**config.mk**
```make
export PLATFORM = sky130hd
export DESIGN_NAME = touch_trimmed_mean_calibrate
export DESIGN_NICKNAME = d
export VERILOG_FILES = /design/src/rtl/core/ttmc_pkg.sv /design/src/rtl/core/touch_trimmed_mean_calibrate.sv
export SDC_FILE = /design/constraint.sdc
export NUM_CORES = 2
export LEC_CHECK = 0
export BUFFER_PORTS_ARGS = -buffer_cell sky130_fd_sc_hd__clkbuf_2
export CORE_UTILIZATION = 50
export CTS_CLUSTER_DIAMETER = 40
export DETAILED_ROUTE_END_ITERATION = 8
export MAX_ROUTING_LAYER = met4
export PLACE_DENSITY = 0.66
export SYNTH_ARGS = -nofsm -noshare
export SYNTH_HDL_FRONTEND = slang
export SYNTH_SLANG_ARGS = --single-unit
```
**constraint.sdc**
```tcl
create_clock -name clock -period 10.1 [get_ports clock]
set_clock_uncertainty 0.05 [all_clocks]
set_input_delay 2.02 -clock clock [delete_from_list [all_inputs] [get_ports clock]]
set_output_delay 2.02 -clock clock [all_outputs]
set_load 0.02 [all_outputs]
```
**src/rtl/core/ttmc_pkg.sv**
```systemverilog
// Package: constants and register codes for the touch trimmed-mean calibration block.
`timescale 1ns / 1ps

package ttmc_pkg;

   // Burst geometry
   localparam int SAMPLES = 5;
   localparam int DROP    = 1;
   localparam int TRIM    = (2 * DROP < SAMPLES) ? DROP : (SAMPLES - 1) / 2;
   localparam int KEEP    = SAMPLES - 2 * TRIM;

   // Field widths
   localparam int SMP_W   = 12;
   localparam int GAIN_W  = 18;
   localparam int OFS_W   = 13;
   localparam int CTR_W   = 10;
   localparam int COORD_W = 15;
   localparam int CSR_W   = 18;
   localparam int CSR_IDX_W = 3;

   // Derived widths
   localparam int IDX_W  = (SAMPLES > 1) ? $clog2(SAMPLES) : 1;
   localparam int SUM_W  = SMP_W + $clog2(SAMPLES);

   // Divide by KEEP as a multiply by ceil(2^DIV_SH / KEEP), exact for any sum
   localparam int DIV_SH = SUM_W + $clog2(KEEP);
   localparam int DIV_M  = ((1 << DIV_SH) + KEEP - 1) / KEEP;
   localparam int RCP_W  = 2 * SUM_W + 1;

   // Register indexes
   localparam logic [CSR_IDX_W-1:0] REG_X_GAIN   = 3'd0;
   localparam logic [CSR_IDX_W-1:0] REG_Y_GAIN   = 3'd1;
   localparam logic [CSR_IDX_W-1:0] REG_X_OFFSET = 3'd2;
   localparam logic [CSR_IDX_W-1:0] REG_Y_OFFSET = 3'd3;
   localparam logic [CSR_IDX_W-1:0] REG_CENTER   = 3'd4;
   localparam logic [CSR_IDX_W-1:0] REG_MIN_RAW  = 3'd5;

   // Register reset values
   localparam logic signed [GAIN_W-1:0] RST_X_GAIN   = -18'sd28178;
   localparam logic signed [GAIN_W-1:0] RST_Y_GAIN   = -18'sd16488;
   localparam logic signed [OFS_W-1:0]  RST_X_OFFSET = 13'sd836;
   localparam logic signed [OFS_W-1:0]  RST_Y_OFFSET = 13'sd500;
   localparam logic [CTR_W-1:0]         RST_CENTER   = 10'd400;
   localparam logic [SMP_W-1:0]         RST_MIN_RAW  = 12'd100;

endpackage

```
**src/rtl/core/touch_trimmed_mean_calibrate.sv**
```systemverilog
// Top level: trimmed-mean touch filter with Q2.16 gain/offset calibration and x mirroring.
`timescale 1ns / 1ps

// Samples come in bursts of SAMPLES x values then SAMPLES y values; each sample is
// insertion-sorted into a small buffer by one shared compare-and-shift step per cycle.
// The last sample of a burst then runs the trimmed sum over the KEEP kept entries, the
// divide by KEEP (a multiply by its scaled reciprocal) and a step that stores the mean;
// the y burst then passes through the single shared multiplier and the output stage,
// which waits while the output register still holds a pending result. One result
// leaves per y burst, held in an output register; req_ready is high only while the
// sequencer is idle.
module touch_trimmed_mean_calibrate
   import ttmc_pkg::*;
(
   input  logic                      clock,
   input  logic                      reset,
   // input samples
   input  logic                      req_valid,
   output logic                      req_ready,
   input  logic [SMP_W-1:0]          req_sample,
   input  logic                      req_axis,
   // results
   output logic                      rsp_valid,
   input  logic                      rsp_ready,
   output logic signed [COORD_W-1:0] rsp_x_coord,
   output logic signed [COORD_W-1:0] rsp_y_coord,
   output logic                      rsp_touch_valid,
   // configuration
   input  logic                      csr_we,
   input  logic [CSR_IDX_W-1:0]      csr_index,
   input  logic [CSR_W-1:0]          csr_wdata
);

   // Sequencer states
   localparam logic [2:0] ST_IDLE   = 3'd0;
   localparam logic [2:0] ST_INSERT = 3'd1;
   localparam logic [2:0] ST_SUM    = 3'd2;
   localparam logic [2:0] ST_DIV    = 3'd3;
   localparam logic [2:0] ST_MEAN   = 3'd4;
   localparam logic [2:0] ST_MULX   = 3'd5;
   localparam logic [2:0] ST_MULY   = 3'd6;
   localparam logic [2:0] ST_FIN    = 3'd7;

   // Truncate toward zero after the Q16 product
   function automatic logic signed [15:0] scale_trunc(input logic signed [30:0] p);
      logic signed [31:0] t;
      t = {p[30], p} + (p[30] ? 32'sd65535 : 32'sd0);
      return t[31:16];
   endfunction

   // Clamp to the coordinate range
   function automatic logic signed [COORD_W-1:0] sat_coord(input logic signed [17:0] v);
      logic [COORD_W-1:0] r;
      if (v[17:COORD_W-1] == {(18-COORD_W+1){v[17]}}) begin
         r = v[COORD_W-1:0];
      end else if (v[17]) begin
         r = {1'b1, {(COORD_W-1){1'b0}}};
      end else begin
         r = {1'b0, {(COORD_W-1){1'b1}}};
      end
      return r;
   endfunction

   // Configuration registers
   logic signed [GAIN_W-1:0] x_gain_ff, x_gain_in;
   logic signed [GAIN_W-1:0] y_gain_ff, y_gain_in;
   logic signed [OFS_W-1:0]  x_offset_ff, x_offset_in;
   logic signed [OFS_W-1:0]  y_offset_ff, y_offset_in;
   logic [CTR_W-1:0]         center_ff, center_in;
   logic [SMP_W-1:0]         min_raw_ff, min_raw_in;

   // Sequencer and datapath
   logic [2:0]               state_ff, state_in;
   logic [IDX_W-1:0]         count_ff, count_in;
   logic [IDX_W-1:0]         j_ff, j_in;
   logic [IDX_W-1:0]         idx_ff, idx_in;
   logic                     phase_y_ff, phase_y_in;
   logic [SMP_W-1:0]         smp_ff, smp_in;
   logic [SMP_W-1:0]         buf_ff [SAMPLES];
   logic [SMP_W-1:0]         buf_in [SAMPLES];
   logic [SUM_W-1:0]         quo_ff, quo_in;
   logic [SMP_W-1:0]         x_mean_ff, x_mean_in;
   logic [SMP_W-1:0]         y_mean_ff, y_mean_in;
   logic signed [30:0]       prod_ff, prod_in;
   logic signed [16:0]       sx_ff, sx_in;
   logic signed [COORD_W-1:0] last_x_ff, last_x_in;
   logic signed [COORD_W-1:0] last_y_ff, last_y_in;

   // Output register
   logic                      rsp_valid_ff, rsp_valid_in;
   logic signed [COORD_W-1:0] rsp_x_ff, rsp_x_in;
   logic signed [COORD_W-1:0] rsp_y_ff, rsp_y_in;
   logic                      rsp_tv_ff, rsp_tv_in;

   // Shared unit signals
   logic [IDX_W-1:0]          rd_addr;
   logic [SMP_W-1:0]          rd_data;
   logic signed [GAIN_W-1:0]  mul_a;
   logic signed [SMP_W:0]     mul_b;
   logic signed [30:0]        mul_p;
   logic [RCP_W-1:0]          recip_p;
   logic signed [16:0]        sy;
   logic signed [17:0]        x_full;
   logic                      reject;
   logic                      slot_free;
   logic                      req_fire;

   assign req_ready = (state_ff == ST_IDLE);
   assign req_fire  = req_valid && req_ready;
   assign slot_free = !rsp_valid_ff || rsp_ready;

   // One read port into the sort buffer
   assign rd_addr = (state_ff == ST_SUM) ? idx_ff : j_ff - 1'b1;
   assign rd_data = buf_ff[rd_addr];

   // Shared multiplier
   assign mul_a = (state_ff == ST_MULX) ? x_gain_ff : y_gain_ff;
   assign mul_b = (state_ff == ST_MULX) ? $signed({1'b0, x_mean_ff}) : $signed({1'b0, y_mean_ff});
   assign mul_p = mul_a * mul_b;

   // Trimmed sum times the scaled reciprocal of KEEP
   assign recip_p = {{(SUM_W+1){1'b0}}, quo_ff} * RCP_W'(DIV_M);

   // Calibration tail
   assign sy     = 17'(scale_trunc(prod_ff)) + 17'(y_offset_ff);
   assign x_full = $signed({7'b0, center_ff, 1'b0}) - $signed({sx_ff[16], sx_ff});
   assign reject = (x_mean_ff < min_raw_ff) || (y_mean_ff < min_raw_ff);

   // Configuration writes
   always_comb begin
      x_gain_in   = x_gain_ff;
      y_gain_in   = y_gain_ff;
      x_offset_in = x_offset_ff;
      y_offset_in = y_offset_ff;
      center_in   = center_ff;
      min_raw_in  = min_raw_ff;
      if (csr_we) begin
         case (csr_index)
            REG_X_GAIN:   x_gain_in   = csr_wdata[GAIN_W-1:0];
            REG_Y_GAIN:   y_gain_in   = csr_wdata[GAIN_W-1:0];
            REG_X_OFFSET: x_offset_in = csr_wdata[OFS_W-1:0];
            REG_Y_OFFSET: y_offset_in = csr_wdata[OFS_W-1:0];
            REG_CENTER:   center_in   = csr_wdata[CTR_W-1:0];
            REG_MIN_RAW:  min_raw_in  = csr_wdata[SMP_W-1:0];
            default: ;
         endcase
      end
   end

   // Sequencer
   always_comb begin
      state_in   = state_ff;
      count_in   = count_ff;
      j_in       = j_ff;
      idx_in     = idx_ff;
      phase_y_in = phase_y_ff;
      smp_in     = smp_ff;
      buf_in     = buf_ff;
      quo_in     = quo_ff;
      x_mean_in  = x_mean_ff;
      y_mean_in  = y_mean_ff;
      prod_in    = prod_ff;
      sx_in      = sx_ff;
      last_x_in  = last_x_ff;
      last_y_in  = last_y_ff;
      rsp_x_in   = rsp_x_ff;
      rsp_y_in   = rsp_y_ff;
      rsp_tv_in  = rsp_tv_ff;
      rsp_valid_in = rsp_valid_ff && !rsp_ready;

      case (state_ff)
         ST_IDLE: begin
            if (req_fire) begin
               smp_in = req_sample;
               if (req_axis != phase_y_ff) begin
                  // out of turn: drop partial burst, restart in x phase
                  phase_y_in = 1'b0;
                  count_in   = '0;
                  j_in       = '0;
                  if (!req_axis) begin
                     state_in = ST_INSERT;
                  end
               end else begin
                  j_in     = count_ff;
                  state_in = ST_INSERT;
               end
            end
         end
         ST_INSERT: begin
            // shift one larger entry up, or drop the sample into place
            if (j_ff != '0 && rd_data > smp_ff) begin
               buf_in[j_ff] = rd_data;
               j_in = j_ff - 1'b1;
            end else begin
               buf_in[j_ff] = smp_ff;
               if (count_ff == IDX_W'(SAMPLES - 1)) begin
                  count_in = '0;
                  quo_in   = '0;
                  idx_in   = IDX_W'(TRIM);
                  state_in = ST_SUM;
               end else begin
                  count_in = count_ff + 1'b1;
                  state_in = ST_IDLE;
               end
            end
         end
         ST_SUM: begin
            quo_in = quo_ff + SUM_W'(rd_data);
            if (idx_ff == IDX_W'(SAMPLES - TRIM - 1)) begin
               state_in = ST_DIV;
            end else begin
               idx_in = idx_ff + 1'b1;
            end
         end
         ST_DIV: begin
            // divide by KEEP: upper bits of the reciprocal product
            quo_in   = SUM_W'(recip_p[DIV_SH +: SMP_W]);
            state_in = ST_MEAN;
         end
         ST_MEAN: begin
            if (!phase_y_ff) begin
               x_mean_in  = quo_ff[SMP_W-1:0];
               phase_y_in = 1'b1;
               state_in   = ST_IDLE;
            end else begin
               y_mean_in  = quo_ff[SMP_W-1:0];
               phase_y_in = 1'b0;
               state_in   = ST_MULX;
            end
         end
         ST_MULX: begin
            prod_in  = mul_p;
            state_in = ST_MULY;
         end
         ST_MULY: begin
            sx_in    = 17'(scale_trunc(prod_ff)) + 17'(x_offset_ff);
            prod_in  = mul_p;
            state_in = ST_FIN;
         end
         ST_FIN: begin
            // load the result once the output register is free
            if (slot_free) begin
               rsp_valid_in = 1'b1;
               if (reject) begin
                  rsp_tv_in = 1'b0;
                  rsp_x_in  = last_x_ff;
                  rsp_y_in  = last_y_ff;
               end else begin
                  rsp_tv_in = 1'b1;
                  rsp_x_in  = sat_coord(x_full);
                  rsp_y_in  = sat_coord({sy[16], sy});
                  last_x_in = sat_coord(x_full);
                  last_y_in = sat_coord({sy[16], sy});
               end
               state_in = ST_IDLE;
            end
         end
         default: state_in = ST_IDLE;
      endcase
   end

   // Control and configuration registers
   always_ff @(posedge clock) begin
      if (reset) begin
         x_gain_ff    <= RST_X_GAIN;
         y_gain_ff    <= RST_Y_GAIN;
         x_offset_ff  <= RST_X_OFFSET;
         y_offset_ff  <= RST_Y_OFFSET;
         center_ff    <= RST_CENTER;
         min_raw_ff   <= RST_MIN_RAW;
         state_ff     <= ST_IDLE;
         count_ff     <= '0;
         phase_y_ff   <= 1'b0;
         x_mean_ff    <= '0;
         last_x_ff    <= '0;
         last_y_ff    <= '0;
         rsp_valid_ff <= 1'b0;
      end else begin
         x_gain_ff    <= x_gain_in;
         y_gain_ff    <= y_gain_in;
         x_offset_ff  <= x_offset_in;
         y_offset_ff  <= y_offset_in;
         center_ff    <= center_in;
         min_raw_ff   <= min_raw_in;
         state_ff     <= state_in;
         count_ff     <= count_in;
         phase_y_ff   <= phase_y_in;
         x_mean_ff    <= x_mean_in;
         last_x_ff    <= last_x_in;
         last_y_ff    <= last_y_in;
         rsp_valid_ff <= rsp_valid_in;
      end
   end

   // Payload registers
   always_ff @(posedge clock) begin
      j_ff      <= j_in;
      idx_ff    <= idx_in;
      smp_ff    <= smp_in;
      buf_ff    <= buf_in;
      quo_ff    <= quo_in;
      y_mean_ff <= y_mean_in;
      prod_ff   <= prod_in;
      sx_ff     <= sx_in;
      rsp_x_ff  <= rsp_x_in;
      rsp_y_ff  <= rsp_y_in;
      rsp_tv_ff <= rsp_tv_in;
   end

   assign rsp_valid       = rsp_valid_ff;
   assign rsp_x_coord     = rsp_x_ff;
   assign rsp_y_coord     = rsp_y_ff;
   assign rsp_touch_valid = rsp_tv_ff;

`ifndef ASSERT_OFF
   // insertion never walks above the fill level
   a_insert_bound: assert property (@(posedge clock) disable iff (reset)
      (state_ff == ST_INSERT) |-> (j_ff <= count_ff))
      else $error("insert position above fill level");

   // a pending result blocks the output stage
   a_fin_hold: assert property (@(posedge clock) disable iff (reset)
      (state_ff == ST_FIN && rsp_valid_ff && !rsp_ready) |=> (state_ff == ST_FIN))
      else $error("result overwritten while pending");

   // an out-of-turn y sample is dropped and resets the burst
   a_stray_y: assert property (@(posedge clock) disable iff (reset)
      (req_fire && req_axis && !phase_y_ff) |=>
         (state_ff == ST_IDLE && count_ff == '0 && !phase_y_ff))
      else $error("stray y sample not dropped");

   // a rejected read repeats the last coordinates
   a_reject_repeat: assert property (@(posedge clock) disable iff (reset)
      (state_ff == ST_FIN && slot_free && reject) |=>
         (rsp_valid_ff && !rsp_tv_ff && rsp_x_ff == $past(last_x_ff)
          && rsp_y_ff == $past(last_y_ff)))
      else $error("rejected read lost last coordinates");
`endif

endmodule
```
==> run summary <==
status: completed
initial antenna violation count: 0
met2 wire length: 33.02 mm
Synth Register Bits: 318
met3 wire len: 3.349 mm
ANT nets after route: 0
number of max-cap violations: 0
async set or reset register ratio after synthesis: 0
root buf cell: clkbuf_16
Post-synth EDFFs: 184
synthesis warning total: 0
Setup Crit Path Kind: reg2reg
final-report hold violation count: 0
layout cell share with drive strength beyond 1: 0.08509
# clock sinks: 318
Pleak: 0.01420 uW
post-synth net total: 3,450
post-route worst setup slack: 2098 ps
first-pass GRT wire length: 112.2 mm
Power Density: 192.7 mW/mm2
Port Buffers: 71
# diodes: 0
CP arrival: 8280 ps
final core utilization: 0.5648
Setup TNS Final: 0 ps
Seq/Total Area, Yosys: 0.2986
Post-synth top flop: edfxtp_1
Slew Limit Fails: 0
H-Tree Depth: 2
Setup crit start kind: flip-flop
RSZ-0062 raised after global routing: no
largest net degree at the start of global routing: 101
Max Root-Sink Buffers: 3
final wirelength: 68.57 mm
Worst setup EP type: flip-flop
VDD IR-drop max: 182.9 uV
Tcrit/Tclk final: 0.7923
gr ovfl total: 0
post-CTS setup buffer count: 0
Initial DRC Count: 1,252
Combinational Power Share: 0.404
largest area contributor in the netlist: edfxtp_1
Clk pwr share: 0.330
HP Class: reg2reg
Top Layer Used: met4
commonest non-fill, non-tap cells in the layout: 427 x inv_1, 396 x nand2_1, 277 x ha_1
drc violations: 0
Die X: 236.5 um
post-synth top area share: 0.2010
Clk Latency, worst-skew pair: 640 ps
Die Area: 0.05592 mm2
P&R area growth vs syn: 11.00%
Int Power: 3675 uW
Post-DP HPWL: 54.26 mm
hold-fix buffers at CTS: 0
Core ar.: 0.05403 mm2
clock buffer count from CTS: 58
CTS tree: built
sw frac: 0.3752
CP required: 10,380 ps
GP Congestion: 0.9444
Final min period: 8002 ps
DR pass1 iterations: 5
worst slew pin tran: 1176 ps
Syn Std Cell Area: 0.02749 mm2
Rel. slew slack: 0.2132
Vias/cell: 5.541
I/O pin count: 72
Total Routing Usage GR: 0.2616
syn avg cell area: 9.578 um2
cell row count: 85
ranking of synthesized cells by area: edfxtp_1 20%, fa_1 19%, ha_1 13%
post-place setup slack: 2223 ps
drt wl/cell: 18.63 um
Final #Nets: 3,515
Netlist cell types: 69
Setup Viol. Count Final: 0
P_sw: 2206 uW
Initial Utilization: 0.5088
Syn Inst Count: 2,870
vias in the first global route: 21,240
clk slew on worst S/H paths: 60 ps
Max FO, Critical Path: 33
commonest non-fill, non-tap cell in the layout: inv_1
vias: 20,400
Fmax achieved: 0.1250 GHz
Chip Height: 236.5 um
Seq pwr share: 0.266
Routed met1 length: 29.84 mm
hold slack: 404.9 ps
Resized cells post-CTS: 0
power groups by stage:
stage / logic [uW] / clock network, uW / registers, uW
floorplan: 1770 / 0 / 1570
global placement: 2310 / 0 / 1590
detailed placement: 2350 / 0 / 1590
CTS: 2370 / 1960 / 1570
global route: 2650 / 2030 / 1570
finish: 2370 / 1940 / 1570
synth_stat cells, types with 20 or more instances:
master      n
nor2_1    256
xor2_1     30
fa_1      264
dfxtp_1   134
o21ai_0    55
xnor2_1    78
nand2_1   396
edfxtp_1  184
a21o_1     31
nor3_1     28
ha_1      277
a21oi_1   172
clkbuf_1   68
mux2_2     28
nand2b_1   20
nand3_1    50
a211oi_1   24
a22o_1     22
mux2i_1    41
nand3b_1   44
inv_1     427
final timing paths:
| check | start | endpoint | slack (ps) | cells past startpoint |
|---|---|---|---|---|
| max | state_ff[2]$_SDFFE_PP0P_ | prod_ff[28]$_DFFE_PP_ | 2100 | 22 |
| max reg2reg | state_ff[2]$_SDFFE_PP0P_ | prod_ff[28]$_DFFE_PP_ | 2100 | 22 |
| min reg2reg | x_gain_ff[0]$_SDFFE_PP0P_ | x_gain_ff[0]$_SDFFE_PP0P_ | 400 | 2 |
| min | x_gain_ff[0]$_SDFFE_PP0P_ | x_gain_ff[0]$_SDFFE_PP0P_ | 400 | 2 |
sequential cells by signal, indices dropped and copies added (netlist names), 10 cells and up:
| signal | cells |
|---|---|
| y_offset_ff | 13 |
| min_raw_ff | 12 |
| rsp_y_coord | 15 |
| x_offset_ff | 13 |
| center_ff | 10 |
| buf_ff | 60 |
| quo_ff | 15 |
| smp_ff | 12 |
| prod_ff | 31 |
| rsp_x_coord | 15 |
| last_y_ff | 15 |
| x_gain_ff | 18 |
| last_x_ff | 15 |
| y_mean_ff | 12 |
| y_gain_ff | 18 |
| x_mean_ff | 12 |
| sx_ff | 17 |
routing by layer:
metal  global-route usage  vias to the layer above
met4              0.09524                        0
met5                    -                        -
met3              0.03591                      134
met2               0.4283                      522
li1                     -                     9711
met1               0.3314                    10030
final cells by class:
cell class	instances	area, um2
Multi-Input combinational cell	2041	17370
Fill cell	4746	23520
Timing Repair Buffer	88	485.5
Tap cell	696	870.8
Sequential cell	318	8208
Inverter	428	1607
Clock buffer	75	1597
Clock inverter	35	379.1
cells by family (layout without fill, tap and decap cells):
kind of cell	after synthesis	in the layout	synth area share
and+or+nand+nor	886	886	0.1425
adders and majority gates	541	541	0.3184
buffers and inverters	511	626	0.07042
AOI/OAI and AO/OA	424	424	0.09909
DFF	318	318	0.2986
xor gates and xnor gates	108	108	0.03441
muxes	82	82	0.03664
stage by stage:
stage | instances | total power [uW] | area, um2
after CTS | 3681 | 5896 | 30510
after floorplan | 2870 | 3338 | 27490
after global routing | 3681 | 6246 | 30510
after global placement | 3571 | 3893 | 28540
final | 3681 | 5881 | 30510
after detailed placement | 3571 | 3941 | 28540
critical path: stages (launching register included):
cell and delay [ps]:
dfxtp_1 610, nand3_2 860, buf_4 560, mux2_2 370
nand2_1 110, fa_1 570, inv_1 50, fa_1 480
fa_1 530, fa_1 560, inv_1 60, fa_1 530
inv_1 40, ha_1 370, a2111oi_0 390, o21ai_0 140
o21ai_0 170, o211ai_1 160, o2111ai_1 350, nand2_1 150
a21o_1 200, a211oi_1 280, nor3_1 80
Note: power is estimated with default switching activity, not from simulation.
